[src/rtl/assert_macros.svh]
// Assertion helpers for the top-level RTL file.
`ifndef ASSERT_MACROS_SVH
`define ASSERT_MACROS_SVH

// Check a property on every rising clock edge outside reset.
`define USBETS_ASSERT(lbl, prop, msg) \
    lbl: assert property (@(posedge clk) disable iff (!rst_n) (prop)) else $error(msg);

// Check that a condition never holds on a rising clock edge outside reset.
`define USBETS_NEVER(lbl, expr, msg) \
    `USBETS_ASSERT(lbl, !(expr), msg)

`endif

[src/rtl/usbets_pkg.sv]
package usbets_pkg;

    localparam int NUM_ENDPOINTS = 4;
    localparam int LEN_BITS      = 16;
    localparam int EP_BITS       = (NUM_ENDPOINTS > 1) ? $clog2(NUM_ENDPOINTS) : 1;
    // Wide enough for a length plus a packet count and a carry.
    localparam int EXT_W         = LEN_BITS + 11;

    typedef enum logic [2:0] {
        OP_OPEN        = 3'd0,
        OP_START_READ  = 3'd1,
        OP_START_WRITE = 3'd2,
        OP_OUT_DONE    = 3'd3,
        OP_IN_ACK      = 3'd4,
        OP_BUS_RESET   = 3'd5,
        OP_SETUP       = 3'd6,
        OP_SET_ADDRESS = 3'd7
    } op_t;

    typedef enum logic [1:0] {
        STAT_OK          = 2'd0,
        STAT_NO_BUFFER   = 2'd1,
        STAT_NOT_ENABLED = 2'd2
    } status_t;

    typedef enum logic [2:0] {
        ACT_NONE     = 3'd0,
        ACT_ARM_OUT  = 3'd1,
        ACT_LOAD_IN  = 3'd2,
        ACT_OUT_DONE = 3'd3,
        ACT_IN_DONE  = 3'd4,
        ACT_REARM    = 3'd5
    } action_t;

    typedef enum logic {
        ST_IDLE = 1'b0,
        ST_EXEC = 1'b1
    } ctrl_state_t;

    typedef struct packed {
        logic load;    // capture the incoming request
        logic commit;  // update endpoint state and the result register
    } usbets_cmd_t;

endpackage

[src/rtl/usbets_ctrl.sv]
module usbets_ctrl (
    input  logic                    clk,
    input  logic                    rst_n,
    input  logic                    s_valid,
    output logic                    s_ready,
    output logic                    m_valid,
    input  logic                    m_ready,
    output usbets_pkg::usbets_cmd_t cmd
);
    import usbets_pkg::*;

    ctrl_state_t state_reg;
    ctrl_state_t state_next;
    logic        out_valid_reg;
    logic        out_valid_next;

    always_ff @(posedge clk or negedge rst_n)
    begin
        if (!rst_n)
        begin
            state_reg     <= ST_IDLE;
            out_valid_reg <= 1'b0;
        end
        else
        begin
            state_reg     <= state_next;
            out_valid_reg <= out_valid_next;
        end
    end

    always_comb
    begin
        state_next = state_reg;
        s_ready    = 1'b0;
        cmd.load   = 1'b0;
        cmd.commit = 1'b0;
        case (state_reg)
            ST_IDLE:
            begin
                s_ready  = 1'b1;
                cmd.load = s_valid;
                if (s_valid)
                begin
                    state_next = ST_EXEC;
                end
            end
            ST_EXEC:
            begin
                // hold until the result register is free or drains now
                cmd.commit = !out_valid_reg || m_ready;
                if (cmd.commit)
                begin
                    state_next = ST_IDLE;
                end
            end
            default:
            begin
                state_next = ST_IDLE;
            end
        endcase

        if (cmd.commit)
        begin
            out_valid_next = 1'b1;
        end
        else if (m_ready)
        begin
            out_valid_next = 1'b0;
        end
        else
        begin
            out_valid_next = out_valid_reg;
        end
    end

    assign m_valid = out_valid_reg;

endmodule

[src/rtl/usbets_datapath.sv]
module usbets_datapath (
    input  logic                    clk,
    input  logic                    rst_n,
    input  usbets_pkg::usbets_cmd_t cmd,
    input  logic [2:0]              operation,
    input  logic [1:0]              ep_index,
    input  logic                    dir_in,
    input  logic [9:0]              max_packet,
    input  logic [15:0]             request_len,
    input  logic                    has_buffer,
    input  logic [3:0]              packet_status,
    input  logic [9:0]              received_count,
    input  logic [6:0]              new_address,
    output usbets_pkg::status_t     status,
    output usbets_pkg::action_t     action,
    output logic [9:0]              payload_len,
    output logic [15:0]             buffer_offset,
    output logic [15:0]             completed_len,
    output logic                    set_data1,
    output logic [6:0]              device_address
);
    import usbets_pkg::*;

    localparam logic [EXT_W-1:0] LEN_MASK_X = EXT_W'({LEN_BITS{1'b1}});

    function automatic logic [LEN_BITS-1:0] sat_add(input logic [EXT_W-1:0] a,
                                                    input logic [EXT_W-1:0] b);
        logic [EXT_W-1:0] s;
        s = a + b;
        if (s > LEN_MASK_X)
        begin
            return {LEN_BITS{1'b1}};
        end
        return LEN_BITS'(s);
    endfunction

    function automatic logic [EXT_W-1:0] min_ext(input logic [EXT_W-1:0] a,
                                                 input logic [EXT_W-1:0] b);
        return (a < b) ? a : b;
    endfunction

    // captured request
    op_t         op_reg;
    logic [1:0]  ep_reg;
    logic        dir_reg;
    logic [9:0]  mp_reg;
    logic [15:0] req_reg;
    logic        buf_reg;
    logic [3:0]  pst_reg;
    logic [9:0]  rc_reg;
    logic [6:0]  naddr_reg;

    // endpoint state
    logic [9:0]          in_mp_reg    [NUM_ENDPOINTS];
    logic [9:0]          out_mp_reg   [NUM_ENDPOINTS];
    logic                in_en_reg    [NUM_ENDPOINTS];
    logic                out_en_reg   [NUM_ENDPOINTS];
    logic [LEN_BITS-1:0] in_rem_reg   [NUM_ENDPOINTS];
    logic [LEN_BITS-1:0] out_rem_reg  [NUM_ENDPOINTS];
    logic [LEN_BITS-1:0] in_done_reg  [NUM_ENDPOINTS];
    logic [LEN_BITS-1:0] out_done_reg [NUM_ENDPOINTS];
    logic [3:0]          toggle_reg   [NUM_ENDPOINTS];
    logic [6:0]          bus_addr_reg;
    logic [6:0]          pend_addr_reg;
    logic                addr_pend_reg;

    // result register
    status_t     status_reg;
    action_t     action_reg;
    logic [9:0]  plen_reg;
    logic [15:0] offs_reg;
    logic [15:0] clen_reg;
    logic        d1_reg;
    logic [6:0]  addr_out_reg;

    // next values for the selected endpoint and the device globals
    logic [EP_BITS-1:0]  e;
    logic                ep_ok;
    logic [LEN_BITS-1:0] req_l;
    logic [EXT_W-1:0]    rc_x;
    logic [EXT_W-1:0]    rem_x;
    logic [EXT_W-1:0]    mps_x;
    logic [9:0]          in_mp_next;
    logic [9:0]          out_mp_next;
    logic                in_en_next;
    logic                out_en_next;
    logic [LEN_BITS-1:0] in_rem_next;
    logic [LEN_BITS-1:0] out_rem_next;
    logic [LEN_BITS-1:0] in_done_next;
    logic [LEN_BITS-1:0] out_done_next;
    logic [3:0]          toggle_next;
    logic [6:0]          bus_addr_next;
    logic [6:0]          pend_addr_next;
    logic                addr_pend_next;
    status_t             status_next;
    action_t             action_next;
    logic [9:0]          plen_next;
    logic [LEN_BITS-1:0] offs_next;
    logic [LEN_BITS-1:0] clen_next;
    logic                d1_next;

    always_ff @(posedge clk)
    begin
        if (cmd.load)
        begin
            op_reg    <= op_t'(operation);
            ep_reg    <= ep_index;
            dir_reg   <= dir_in;
            mp_reg    <= max_packet;
            req_reg   <= request_len;
            buf_reg   <= has_buffer;
            pst_reg   <= packet_status;
            rc_reg    <= received_count;
            naddr_reg <= new_address;
        end
        if (cmd.commit)
        begin
            status_reg   <= status_next;
            action_reg   <= action_next;
            plen_reg     <= plen_next;
            offs_reg     <= 16'(offs_next);
            clen_reg     <= 16'(clen_next);
            d1_reg       <= d1_next;
            addr_out_reg <= bus_addr_next;
        end
    end

    always_comb
    begin
        ep_ok = 32'(ep_reg) < NUM_ENDPOINTS;
        e     = ep_ok ? EP_BITS'(ep_reg) : '0;
        req_l = LEN_BITS'(req_reg);
        rc_x  = EXT_W'(rc_reg);
        rem_x = '0;
        mps_x = '0;

        in_mp_next     = in_mp_reg[e];
        out_mp_next    = out_mp_reg[e];
        in_en_next     = in_en_reg[e];
        out_en_next    = out_en_reg[e];
        in_rem_next    = in_rem_reg[e];
        out_rem_next   = out_rem_reg[e];
        in_done_next   = in_done_reg[e];
        out_done_next  = out_done_reg[e];
        toggle_next    = toggle_reg[e];
        bus_addr_next  = bus_addr_reg;
        pend_addr_next = pend_addr_reg;
        addr_pend_next = addr_pend_reg;

        status_next = STAT_OK;
        action_next = ACT_NONE;
        plen_next   = '0;
        offs_next   = '0;
        clen_next   = '0;
        d1_next     = 1'b0;

        case (op_reg)
            OP_OPEN:
            begin
                if (ep_ok)
                begin
                    if (dir_reg)
                    begin
                        in_mp_next = mp_reg;
                        in_en_next = 1'b1;
                    end
                    else
                    begin
                        out_mp_next = mp_reg;
                        out_en_next = 1'b1;
                    end
                end
            end
            OP_START_READ, OP_START_WRITE:
            begin
                if (!buf_reg && req_l != '0)
                begin
                    status_next = STAT_NO_BUFFER;
                end
                else if (!ep_ok || !((op_reg == OP_START_READ) ? out_en_reg[e]
                                                                 : in_en_reg[e]))
                begin
                    status_next = STAT_NOT_ENABLED;
                end
                else if (op_reg == OP_START_READ)
                begin
                    out_rem_next  = req_l;
                    out_done_next = '0;
                    plen_next     = 10'(min_ext(EXT_W'(req_l), EXT_W'(out_mp_reg[e])));
                    action_next   = ACT_ARM_OUT;
                end
                else
                begin
                    in_rem_next  = req_l;
                    in_done_next = '0;
                    plen_next    = 10'(min_ext(EXT_W'(req_l), EXT_W'(in_mp_reg[e])));
                    d1_next      = (e == '0);
                    action_next  = ACT_LOAD_IN;
                end
            end
            OP_OUT_DONE:
            begin
                rem_x = EXT_W'(out_rem_reg[e]);
                mps_x = EXT_W'(out_mp_reg[e]);
                if (!ep_ok || !out_en_reg[e])
                begin
                    status_next = STAT_NOT_ENABLED;
                end
                else if (pst_reg == toggle_reg[e])
                begin
                    // duplicate packet: rearm, count nothing
                    action_next = ACT_REARM;
                    plen_next   = out_mp_reg[e];
                end
                else
                begin
                    offs_next     = out_done_reg[e];
                    out_rem_next  = (rc_x >= rem_x) ? '0 : LEN_BITS'(rem_x - rc_x);
                    out_done_next = sat_add(EXT_W'(out_done_reg[e]), rc_x);
                    toggle_next   = pst_reg;
                    if (rc_x < mps_x || out_rem_next == '0)
                    begin
                        action_next = ACT_OUT_DONE;
                        clen_next   = out_done_next;
                    end
                    else
                    begin
                        action_next = ACT_ARM_OUT;
                        plen_next   = 10'(min_ext(EXT_W'(out_rem_next), mps_x));
                    end
                end
            end
            OP_IN_ACK:
            begin
                rem_x = EXT_W'(in_rem_reg[e]);
                mps_x = EXT_W'(in_mp_reg[e]);
                // apply a deferred set-address on the control IN ack
                if (ep_reg == 2'd0 && addr_pend_reg)
                begin
                    bus_addr_next  = pend_addr_reg;
                    addr_pend_next = 1'b0;
                end
                if (!ep_ok || !in_en_reg[e])
                begin
                    status_next = STAT_NOT_ENABLED;
                end
                else if (rem_x > mps_x)
                begin
                    in_rem_next  = LEN_BITS'(rem_x - mps_x);
                    in_done_next = sat_add(EXT_W'(in_done_reg[e]), mps_x);
                    plen_next    = 10'(min_ext(EXT_W'(in_rem_next), mps_x));
                    offs_next    = in_done_next;
                    action_next  = ACT_LOAD_IN;
                end
                else
                begin
                    in_done_next = sat_add(EXT_W'(in_done_reg[e]), rem_x);
                    in_rem_next  = '0;
                    clen_next    = in_done_next;
                    action_next  = ACT_IN_DONE;
                end
            end
            OP_BUS_RESET:
            begin
                bus_addr_next  = '0;
                pend_addr_next = '0;
            end
            OP_SETUP:
            begin
            end
            OP_SET_ADDRESS:
            begin
                if (bus_addr_reg == '0 && naddr_reg != '0)
                begin
                    pend_addr_next = naddr_reg;
                    addr_pend_next = 1'b1;
                end
            end
            default:
            begin
            end
        endcase
    end

    always_ff @(posedge clk or negedge rst_n)
    begin
        if (!rst_n)
        begin
            for (int i = 0; i < NUM_ENDPOINTS; i++)
            begin
                in_mp_reg[i]    <= '0;
                out_mp_reg[i]   <= '0;
                in_en_reg[i]    <= 1'b0;
                out_en_reg[i]   <= 1'b0;
                in_rem_reg[i]   <= '0;
                out_rem_reg[i]  <= '0;
                in_done_reg[i]  <= '0;
                out_done_reg[i] <= '0;
                toggle_reg[i]   <= '0;
            end
            bus_addr_reg  <= '0;
            pend_addr_reg <= '0;
            addr_pend_reg <= 1'b0;
        end
        else if (cmd.commit)
        begin
            for (int i = 0; i < NUM_ENDPOINTS; i++)
            begin
                if (EP_BITS'(i) == e)
                begin
                    in_mp_reg[i]    <= in_mp_next;
                    out_mp_reg[i]   <= out_mp_next;
                    in_en_reg[i]    <= in_en_next;
                    out_en_reg[i]   <= out_en_next;
                    in_rem_reg[i]   <= in_rem_next;
                    out_rem_reg[i]  <= out_rem_next;
                    in_done_reg[i]  <= in_done_next;
                    out_done_reg[i] <= out_done_next;
                end
                // bus reset clears the toggles of data endpoints, setup clears the control one
                if (op_reg == OP_BUS_RESET && i != 0)
                begin
                    toggle_reg[i] <= '0;
                end
                else if (op_reg == OP_SETUP && i == 0)
                begin
                    toggle_reg[i] <= '0;
                end
                else if (EP_BITS'(i) == e)
                begin
                    toggle_reg[i] <= toggle_next;
                end
            end
            bus_addr_reg  <= bus_addr_next;
            pend_addr_reg <= pend_addr_next;
            addr_pend_reg <= addr_pend_next;
        end
    end

    assign status         = status_reg;
    assign action         = action_reg;
    assign payload_len    = plen_reg;
    assign buffer_offset  = offs_reg;
    assign completed_len  = clen_reg;
    assign set_data1      = d1_reg;
    assign device_address = addr_out_reg;

endmodule

[src/rtl/usb_endpoint_transfer_segmenter_top.sv]
// Channel  Bus        Contents
// -------  ---------  -------------------------------------------------------
// input    s_axis_*   one endpoint request (operation in tuser, fields in tdata)
// output   m_axis_*   one result per request
//
// Each request is first captured, then used for the read-modify-write of the endpoint
// state; no new request is taken until that update is done.
// The result register lets the next request be captured while a result waits;
// the update step then holds until that result is taken.
// Reset (rst_n low, asynchronous) clears all endpoint state and the device address.
`include "assert_macros.svh"

module usb_endpoint_transfer_segmenter_top (
    input  logic        clk,
    input  logic        rst_n,
    input  logic        s_axis_tvalid,
    output logic        s_axis_tready,
    // [1:0] ep_index, [2] dir_in, [12:3] max_packet, [28:13] request_len,
    // [29] has_buffer, [33:30] packet_status, [43:34] received_count,
    // [50:44] new_address, [55:51] zero
    input  logic [55:0] s_axis_tdata,
    // [2:0] operation
    input  logic [2:0]  s_axis_tuser,
    output logic        m_axis_tvalid,
    input  logic        m_axis_tready,
    // [1:0] status, [4:2] action, [14:5] payload_len, [30:15] buffer_offset,
    // [46:31] completed_len, [47] set_data1, [54:48] device_address, [55] zero
    output logic [55:0] m_axis_tdata
);
    import usbets_pkg::*;

    usbets_cmd_t cmd;
    status_t     status;
    action_t     action;
    logic [9:0]  payload_len;
    logic [15:0] buffer_offset;
    logic [15:0] completed_len;
    logic        set_data1;
    logic [6:0]  device_address;

    usbets_ctrl u_ctrl (
        .clk     (clk),
        .rst_n   (rst_n),
        .s_valid (s_axis_tvalid),
        .s_ready (s_axis_tready),
        .m_valid (m_axis_tvalid),
        .m_ready (m_axis_tready),
        .cmd     (cmd)
    );

    usbets_datapath u_datapath (
        .clk            (clk),
        .rst_n          (rst_n),
        .cmd            (cmd),
        .operation      (s_axis_tuser),
        .ep_index       (s_axis_tdata[1:0]),
        .dir_in         (s_axis_tdata[2]),
        .max_packet     (s_axis_tdata[12:3]),
        .request_len    (s_axis_tdata[28:13]),
        .has_buffer     (s_axis_tdata[29]),
        .packet_status  (s_axis_tdata[33:30]),
        .received_count (s_axis_tdata[43:34]),
        .new_address    (s_axis_tdata[50:44]),
        .status         (status),
        .action         (action),
        .payload_len    (payload_len),
        .buffer_offset  (buffer_offset),
        .completed_len  (completed_len),
        .set_data1      (set_data1),
        .device_address (device_address)
    );

    assign m_axis_tdata = {1'b0, device_address, set_data1, completed_len,
                           buffer_offset, payload_len, action, status};

    // one request in flight: no capture right after a capture
    `USBETS_ASSERT(a_one_in_flight, (s_axis_tvalid && s_axis_tready) |=> !s_axis_tready,
                   "request captured while previous one still in work")
    // never overwrite a result that is still waiting
    `USBETS_NEVER(a_no_overwrite, cmd.commit && m_axis_tvalid && !m_axis_tready,
                  "result register overwritten before it was taken")
    // every update presents a result next cycle
    `USBETS_ASSERT(a_commit_shows, cmd.commit |=> m_axis_tvalid,
                   "update did not present a result")

endmodule

[config.mk]
export PLATFORM = sky130hd
export DESIGN_NAME = usb_endpoint_transfer_segmenter_top
export DESIGN_NICKNAME = d
export VERILOG_FILES = /design/src/rtl/usbets_pkg.sv /design/src/rtl/usbets_ctrl.sv /design/src/rtl/usbets_datapath.sv /design/src/rtl/usb_endpoint_transfer_segmenter_top.sv
export VERILOG_INCLUDE_DIRS = /design/src /design/src/rtl
export SDC_FILE = /design/constraint.sdc
export NUM_CORES = 1
export LEC_CHECK = 0
export BUFFER_PORTS_ARGS = -buffer_cell sky130_fd_sc_hd__buf_2
export CORE_MARGIN = 3
export CORE_UTILIZATION = 40
export CTS_BUF_LIST = sky130_fd_sc_hd__clkbuf_16
export DETAILED_ROUTE_END_ITERATION = 12
export GPL_TIMING_DRIVEN = 0
export HOLD_SLACK_MARGIN = 0.06
export SKIP_CTS_REPAIR_TIMING = 1
export SLEW_MARGIN = 20
export SYNTH_ARGS = -nofsm -noshare
export SYNTH_HDL_FRONTEND = slang
export SYNTH_SLANG_ARGS = --single-unit
[constraint.sdc]
create_clock -name clk -period 9 [get_ports clk]
set_input_delay 1.35 -clock clk [delete_from_list [all_inputs] [get_ports clk]]
set_output_delay 1.35 -clock clk [all_outputs]
set_load 0.01 [all_outputs]
After elaboration in Yosys (flattened, before gate mapping)
Index checks and enable logic that the tools add are counted.
{ "totals": {"ram_bits": 0, "output_inout_bits": 58, "rom_bits": 0, "latch_bits": 0, "mem_count": 0, "inputBits": 63, "register_bits": 486} }
{ "classes": {"shift": 0, "n_addsub": 5, "order_cmp": 11, "eq_ne": 13, "multipliers": 0, "bitwise": 4, "mux": 143, "n_div": 0, "reduce_logical": 32} }
{ "op_table": {"columns": ["cell", "count"], "rows": [
  ["$mux W16", 44],
  ["$mux W10", 20],
  ["$pmux W16 S2", 6],
  ["$bmux W16 S2", 4],
  ["$gt A27 B16 Y1 const B", 3],
  ["$lt A16 B10 Y1", 4],
  ["$mux W4", 13],
  ["$bmux W10 S2", 2],
  ["$add A16 B10 Y17", 2],
  ["$sub A16 B10 Y16", 2],
  ["$mux W1", 30],
  ["$pmux W10 S3", 1],
  ["$pmux W7 S2", 2],
  ["$mux W3", 6],
  ["$add A16 B16 Y17", 1],
  ["$ge A10 B16 Y1", 1],
  ["$gt A16 B10 Y1", 1],
  ["$logic_not A16 Y1", 1],
  ["$reduce_and A2 Y1", 8],
  ["$reduce_bool A16 Y1", 1],
  ["$mux W7", 2],
  ["$reduce_bool A2 Y1", 7],
  ["$eq A3 B3 Y1 const B", 4],
  ["$mux W2", 6],
  ["26 further kinds", 37]
]} }

Logic depth before layout (Yosys ltp)
{ "depth": {"depth_word": 15, "ltp_mapped": 28, "depth_no_buf": 20} }

Cells and area by module
A second synthesis with hierarchy kept.
{ "hier_totals": {"hier_cells": 2630, "area_unflattened_um2": 26246.4} }
{ "modules_own_cells": {"columns": ["module", "cells_each", "area_per_inst_um2", "n_inst"], "rows": [
  ["usbets_datapath", 2618, 26126.3, 1],
  ["usbets_ctrl", 9, 101.3, 1],
  ["usb_endpoint_transfer_segmenter_top", 3, 18.8, 1]
]} }

Worst setup path after synthesis
No wires, ideal clock.
{ "synth_timing": {"kind": "reg-to-reg", "startpoint": "register u_datapath.ep_reg[0] (netlist: u_datapath.e[0])", "endpoint": "register u_datapath.plen_reg[4] (netlist: u_datapath.payload_len[4]) (data pin)", "n_path_buf": 8, "required_ns": 8.739, "path_slack_ns": 2.533, "path_stages_with_launch": 29, "arrival_time_ns": 6.206, "cell_sequence": "edfxtp_1 buf_6 buf_6 buf_2 buf_2 buf_2 buf_2 mux4_2 inv_1 ha_1 inv_1 fa_1 a211oi_1 nor3_1 o31ai_2 buf_2 o21ai_1 and3_1 ha_1 a21o_1 a21o_1 a21oi_1 nor2b_1 o21ai_0 and4_4 o21ai_1 and3_1 buf_6 a221o_1"} }
{ "synth_between": {"elab_chain_len": 12, "word_cells_on_any_way": 49} }
{ "synth_lines": {"columns": ["element", "line", "source"], "rows": [
  ["start, declared", "usbets_datapath.sv:44", "logic [1:0] ep_reg;"],
  ["start signal, assigned", "usbets_datapath.sv:107", "ep_reg <= ep_index;"],
  ["$not A2 Y3 (implied by the code) *", null, null],
  ["$bmux W16 S2", "usbets_datapath.sv:203", "rem_x = EXT_W'(out_rem_reg[e]);"],
  ["$mux W16 (implied by the code) (2 in series)", "usbets_datapath.sv:203", null],
  ["$sub A16 B10 Y16 / $ge A10 B16 Y1 (equally long branches)", "usbets_datapath.sv:218", "out_rem_next = (rc_x >= rem_x) ? '0 : LEN_BITS'(rem_x - rc_x);"],
  ["$mux W16", "usbets_datapath.sv:218", null],
  ["$lt A16 B10 Y1 / $logic_not A16 Y1 (equally long branches)", "usbets_datapath.sv:39, usbets_datapath.sv:221", null],
  ["$mux W10 / $logic_or A1 B1 Y1 (equally long branches)", "usbets_datapath.sv:39, usbets_datapath.sv:221", null],
  ["$mux W10", "usbets_datapath.sv:221", "if (rc_x < mps_x || out_rem_next == '0)"],
  ["$mux W10", "usbets_datapath.sv:209", "else if (pst_reg == toggle_reg[e])"],
  ["$mux W10", "usbets_datapath.sv:205", "if (!ep_ok || !out_en_reg[e])"],
  ["$pmux W10 S3 *", "usbets_datapath.sv:157", "case (op_reg)"],
  ["named net u_datapath.plen_next[4]", "usbets_datapath.sv:97", "logic [9:0] plen_next;"],
  ["end signal, assigned", "usbets_datapath.sv:120", "plen_reg <= plen_next;"],
  ["end, declared", "usbets_datapath.sv:70", "logic [9:0] plen_reg;"]
]} }
Mark *: on every way through the listed nets, which the timed path passes. The rest lies on a longest branch. The select of a mux whose other input is x is not followed.
A chain may end at the register's enable or synchronous reset.

Final worst setup path
{ "layout_timing": {"startpoint": "register u_datapath.ep_reg[1] (netlist: u_datapath.e[1])", "endpoint": "register u_datapath.plen_reg[4] (netlist: u_datapath.payload_len[4]) (data pin)"} }
Same word-level chain as after synthesis.

==> flow_results.org <==
** STA
- Setup TNS :: 0 ns
- The worst path uses a little over nine tenths of the clock period.
- Headroom to the max-slew limit :: a little over a quarter
- The total count of hold-check failures in the final report was 0.
- Max-slew violation count :: 0
- Max Fclk :: around 0.12 GHz
- The routed design could run at a clock period as short as 8.68 ns.
- Setup repair after global routing left no endpoint under its margin.
- At the pin with the least slew margin, the transition time is 1.11 ns.
- Number of setup violations in the final report :: 0
- Between clock sinks in the finished design, the worst skew comes to ~0.030 ns.

** Yosys
- Yosys mapped a number of flops with a built-in enable equal to 109.
- Async SR Flop Fraction :: 77.6%
- After synthesis the netlist holds a flip-flop and latch count of 486.
- The synthesized netlist devotes 17.6% of its cell area to compound gates.
- Main combinational cell family by area after synthesis :: compound AO/OA/AOI/OAI gates
- Sequential cells were found to cover 48.5% of the synthesized design area.
- Synthesized Nets :: approximately 2700
- The cell count after synthesis came out at 2528.
- Yosys mapped the design onto 100 distinct sky130hd cell types.
- The cell area that synthesis handed to floorplanning was between 0.02 and 0.03 sq mm.
- Count of yosys warnings during synthesis :: 0
- Multiplexer area fraction after synthesis :: between 10% and 20%
- Summing the areas of all fa, ha and maj instances in the mapped netlist gives roughly 5.3% of the synthesized area.
- After Yosys synthesis, XOR and XNOR cells account for 1.70% of the synthesized area.
- A synthesized cell averages about 10 sq um.
- Of the total synthesized cell area, the portion taken by AND, OR, NAND and NOR gates is about 13%.
- Top FF cell, synth :: sky130_fd_sc_hd__dfrtp_1

** Power
- Summed over all cells, the static leakage comes to 12.5 nW.
- Total power :: 10.2 mW
- Power density over the cells :: around 340 mW/mm^2
- Peak supply drop :: roughly 0.00018 V

** Route
- Metal-1 WL :: between 30 and 40 mm
- For this run, the detailed router's first-pass iteration total came to 6.
- Number of vias per cell :: about 6
- For this run, design rule violations remaining after detail routing come to 0.
- Wire segments on met3 add up to between 8 and 9 mm in the final route.
- Routed len/inst :: between 20 and 30 um
- Violation count after the first detailed-route iteration :: between 2000 and 2500
- DRT antenna net count :: 0
- The detailed router used layers up to and including met5.
- The final layout contains routed wiring with a total length of between 90 and 100 mm.
- After detailed routing, the met2 layer carries ~43 mm of wire.
- Number of vias in the routed layout :: between 20000 and 25000

** Layout
- Commonest cells after routing, fill and taps aside :: sky130_fd_sc_hd__nand2_1, sky130_fd_sc_hd__dfrtp_1, sky130_fd_sc_hd__o21ai_0
- Cells with a size suffix above 1 make up 14.9% of the layout.
- Signed area change from the synthesized netlist to the final layout :: 13.2%
- Number of antenna diodes :: 0
- Most common cell after layout, fill and taps aside :: sky130_fd_sc_hd__nand2_1
- After filler insertion, the fill cell instance count of the layout stands at 6099.
- In the final design database the tool counted ~2900 nets.

** Clock network
- The later pin in the worst-skew pair is clocked with a latency of a little over 0.6 ns.
- TritonCTS built the clock tree.
- Max clock buf depth :: 3
- The H-tree was split into 2 levels.
- Clock-pin slew was measured on the worst setup and hold paths at about 0.06 ns.
- Clock buffers created by TritonCTS :: 52
- Clock tree synthesis found a total of 486 sinks.
- CTS placed an instance of sky130_fd_sc_hd__clkbuf_16 at the clock tree root.

** Floorplan
- Placeable core area :: between 0.06 and 0.07 sq mm
- In this run the vertical extent of the chip is 262 um.
- Row generation in the floorplan step produced just over 90 rows.
- around 120 I/O pins were placed.
- Initial core utilization :: roughly two fifths
- The die is 262 um wide.
- Die ar. :: roughly 0.069 sq mm

** Global route
- Number of global-route vias before repair :: 21500
- The first global-routing pass estimated 141 mm of wire.
- Overall Global Routing Usage :: around 28%
- Summed over all layers, the global routing overflow is 0.
- Entering global routing, the biggest net connects between 100 and 150 pins.
- The initial antenna violation count was 3.

** Critical path
- Required time of the critical path :: ~9.3 ns
- Critical Path Sink Type :: flip-flop
- Most frequent CP cell :: sky130_fd_sc_hd__buf_2
- Type of the worst setup path :: flip-flop to flip-flop
- At the worst endpoint, the arrival time is roughly 9.0 ns.
- Worst path slowest cell :: sky130_fd_sc_hd__buf_1
- In this design, the stage delay of the slowest critical-path cell is between 0.7 and 0.8 ns.
- Of all nets on the critical path, the largest fanout is 10.
- The worst setup path is launched from a flip-flop.

** Run status
- The flow ran to the end, and the final reports show no timing, DRC or antenna violations.

** Hold path
- Worst min-delay path class :: flip-flop to flip-flop

** Flow run
- Max-cap violations in this run came to 0.

** Placed design
- Detailed placer's ending HPWL :: 71.7 mm
- The congestion estimate from routability-driven global placement came to roughly 0.98.
- Number of I/O port buffers :: 114
==> worst paths after layout <==
path	start	endpoint	slack (ns)	cells after the start
worst max-delay path	u_datapath.e[1]	u_datapath.payload_len[4]	0.32	25
worst min-delay path	u_datapath.out_mp_reg[16]	u_datapath.out_mp_reg[16]	0.47	2
worst max register to register	u_datapath.e[1]	u_datapath.payload_len[4]	0.32	25
worst min register to register	u_datapath.out_mp_reg[16]	u_datapath.out_mp_reg[16]	0.47	2
max in group asynchronous	rst_n	u_datapath.out_rem_reg[38]	6.75	3
min in group asynchronous	rst_n	u_ctrl.state_reg	0.75	1
==> critical path, delay by kind of cell, from the launching register on <==
kind | cells | cell delay [ns]
fa+ha+maj | 2 | 0.71
flops | 1 | 0.36
mux | 1 | 0.42
buf+inv | 8 | 3.43
compound gates | 8 | 1.97
simple gates | 6 | 1.47
==> metal layers <==
layer  up-vias  GRT usage, %
li1       9633             -
met1     11000          37.8
met2      1167          43.9
met3       249          5.82
met4         4          12.2
met5         -             0
==> through the flow <==
stage	cell area [sq um]	instances	hold slack (ns)	util, %	setup slack [ns]
after floorplan	26200	2528	0.440	-	2.53
after global placement	27800	3497	0.455	43.1	-0.590
after detailed placement	28100	3505	0.463	43.4	-0.217
after CTS	29700	3602	0.479	45.9	-0.255
after global routing	29700	3601	0.490	45.9	0.0130
final	29700	3601	0.474	45.9	0.323
==> final cells by class <==
cell class,count,area [sq um],area share [%]
Buffer,143,633,2.13
Clock buffer,52,1300,4.39
Clock inverter,45,310,1.05
Inverter,59,221,0.747
Multi-Input combinational cell,1839,12700,42.7
Sequential cell,486,12700,42.8
Tap cell,855,1070,3.61
Timing Repair Buffer,122,758,2.56
==> synth_stat cells (all sizes together) (39+ instances only) <==
library cell,instances,area (sq um)
dfrtp,377,9430
buf,45,263
a21oi,92,460
edfxtp,109,3270
inv,59,221
mux2,40,450
nand3,39,195
mux4,90,2030
clkbuf,99,372
o21ai,389,1950
nand2,449,1690
nor2,139,527
ha,102,1280
==> logic make-up after synthesis <==
logic type,after synthesis
flops,486
xor+xnor,50
buf+inv,203
fa+ha+maj,107
mux,166
compound gates,747
other cells,1
simple gates,768
==> power by group <==
part / internal (mW) / switching, mW / total [mW]
combinational: 1.72 / 3.18 / 4.90
clock: 1.14 / 0.907 / 2.05
sequential: 2.88 / 0.355 / 3.23
Power figures use the tool's default switching activity.
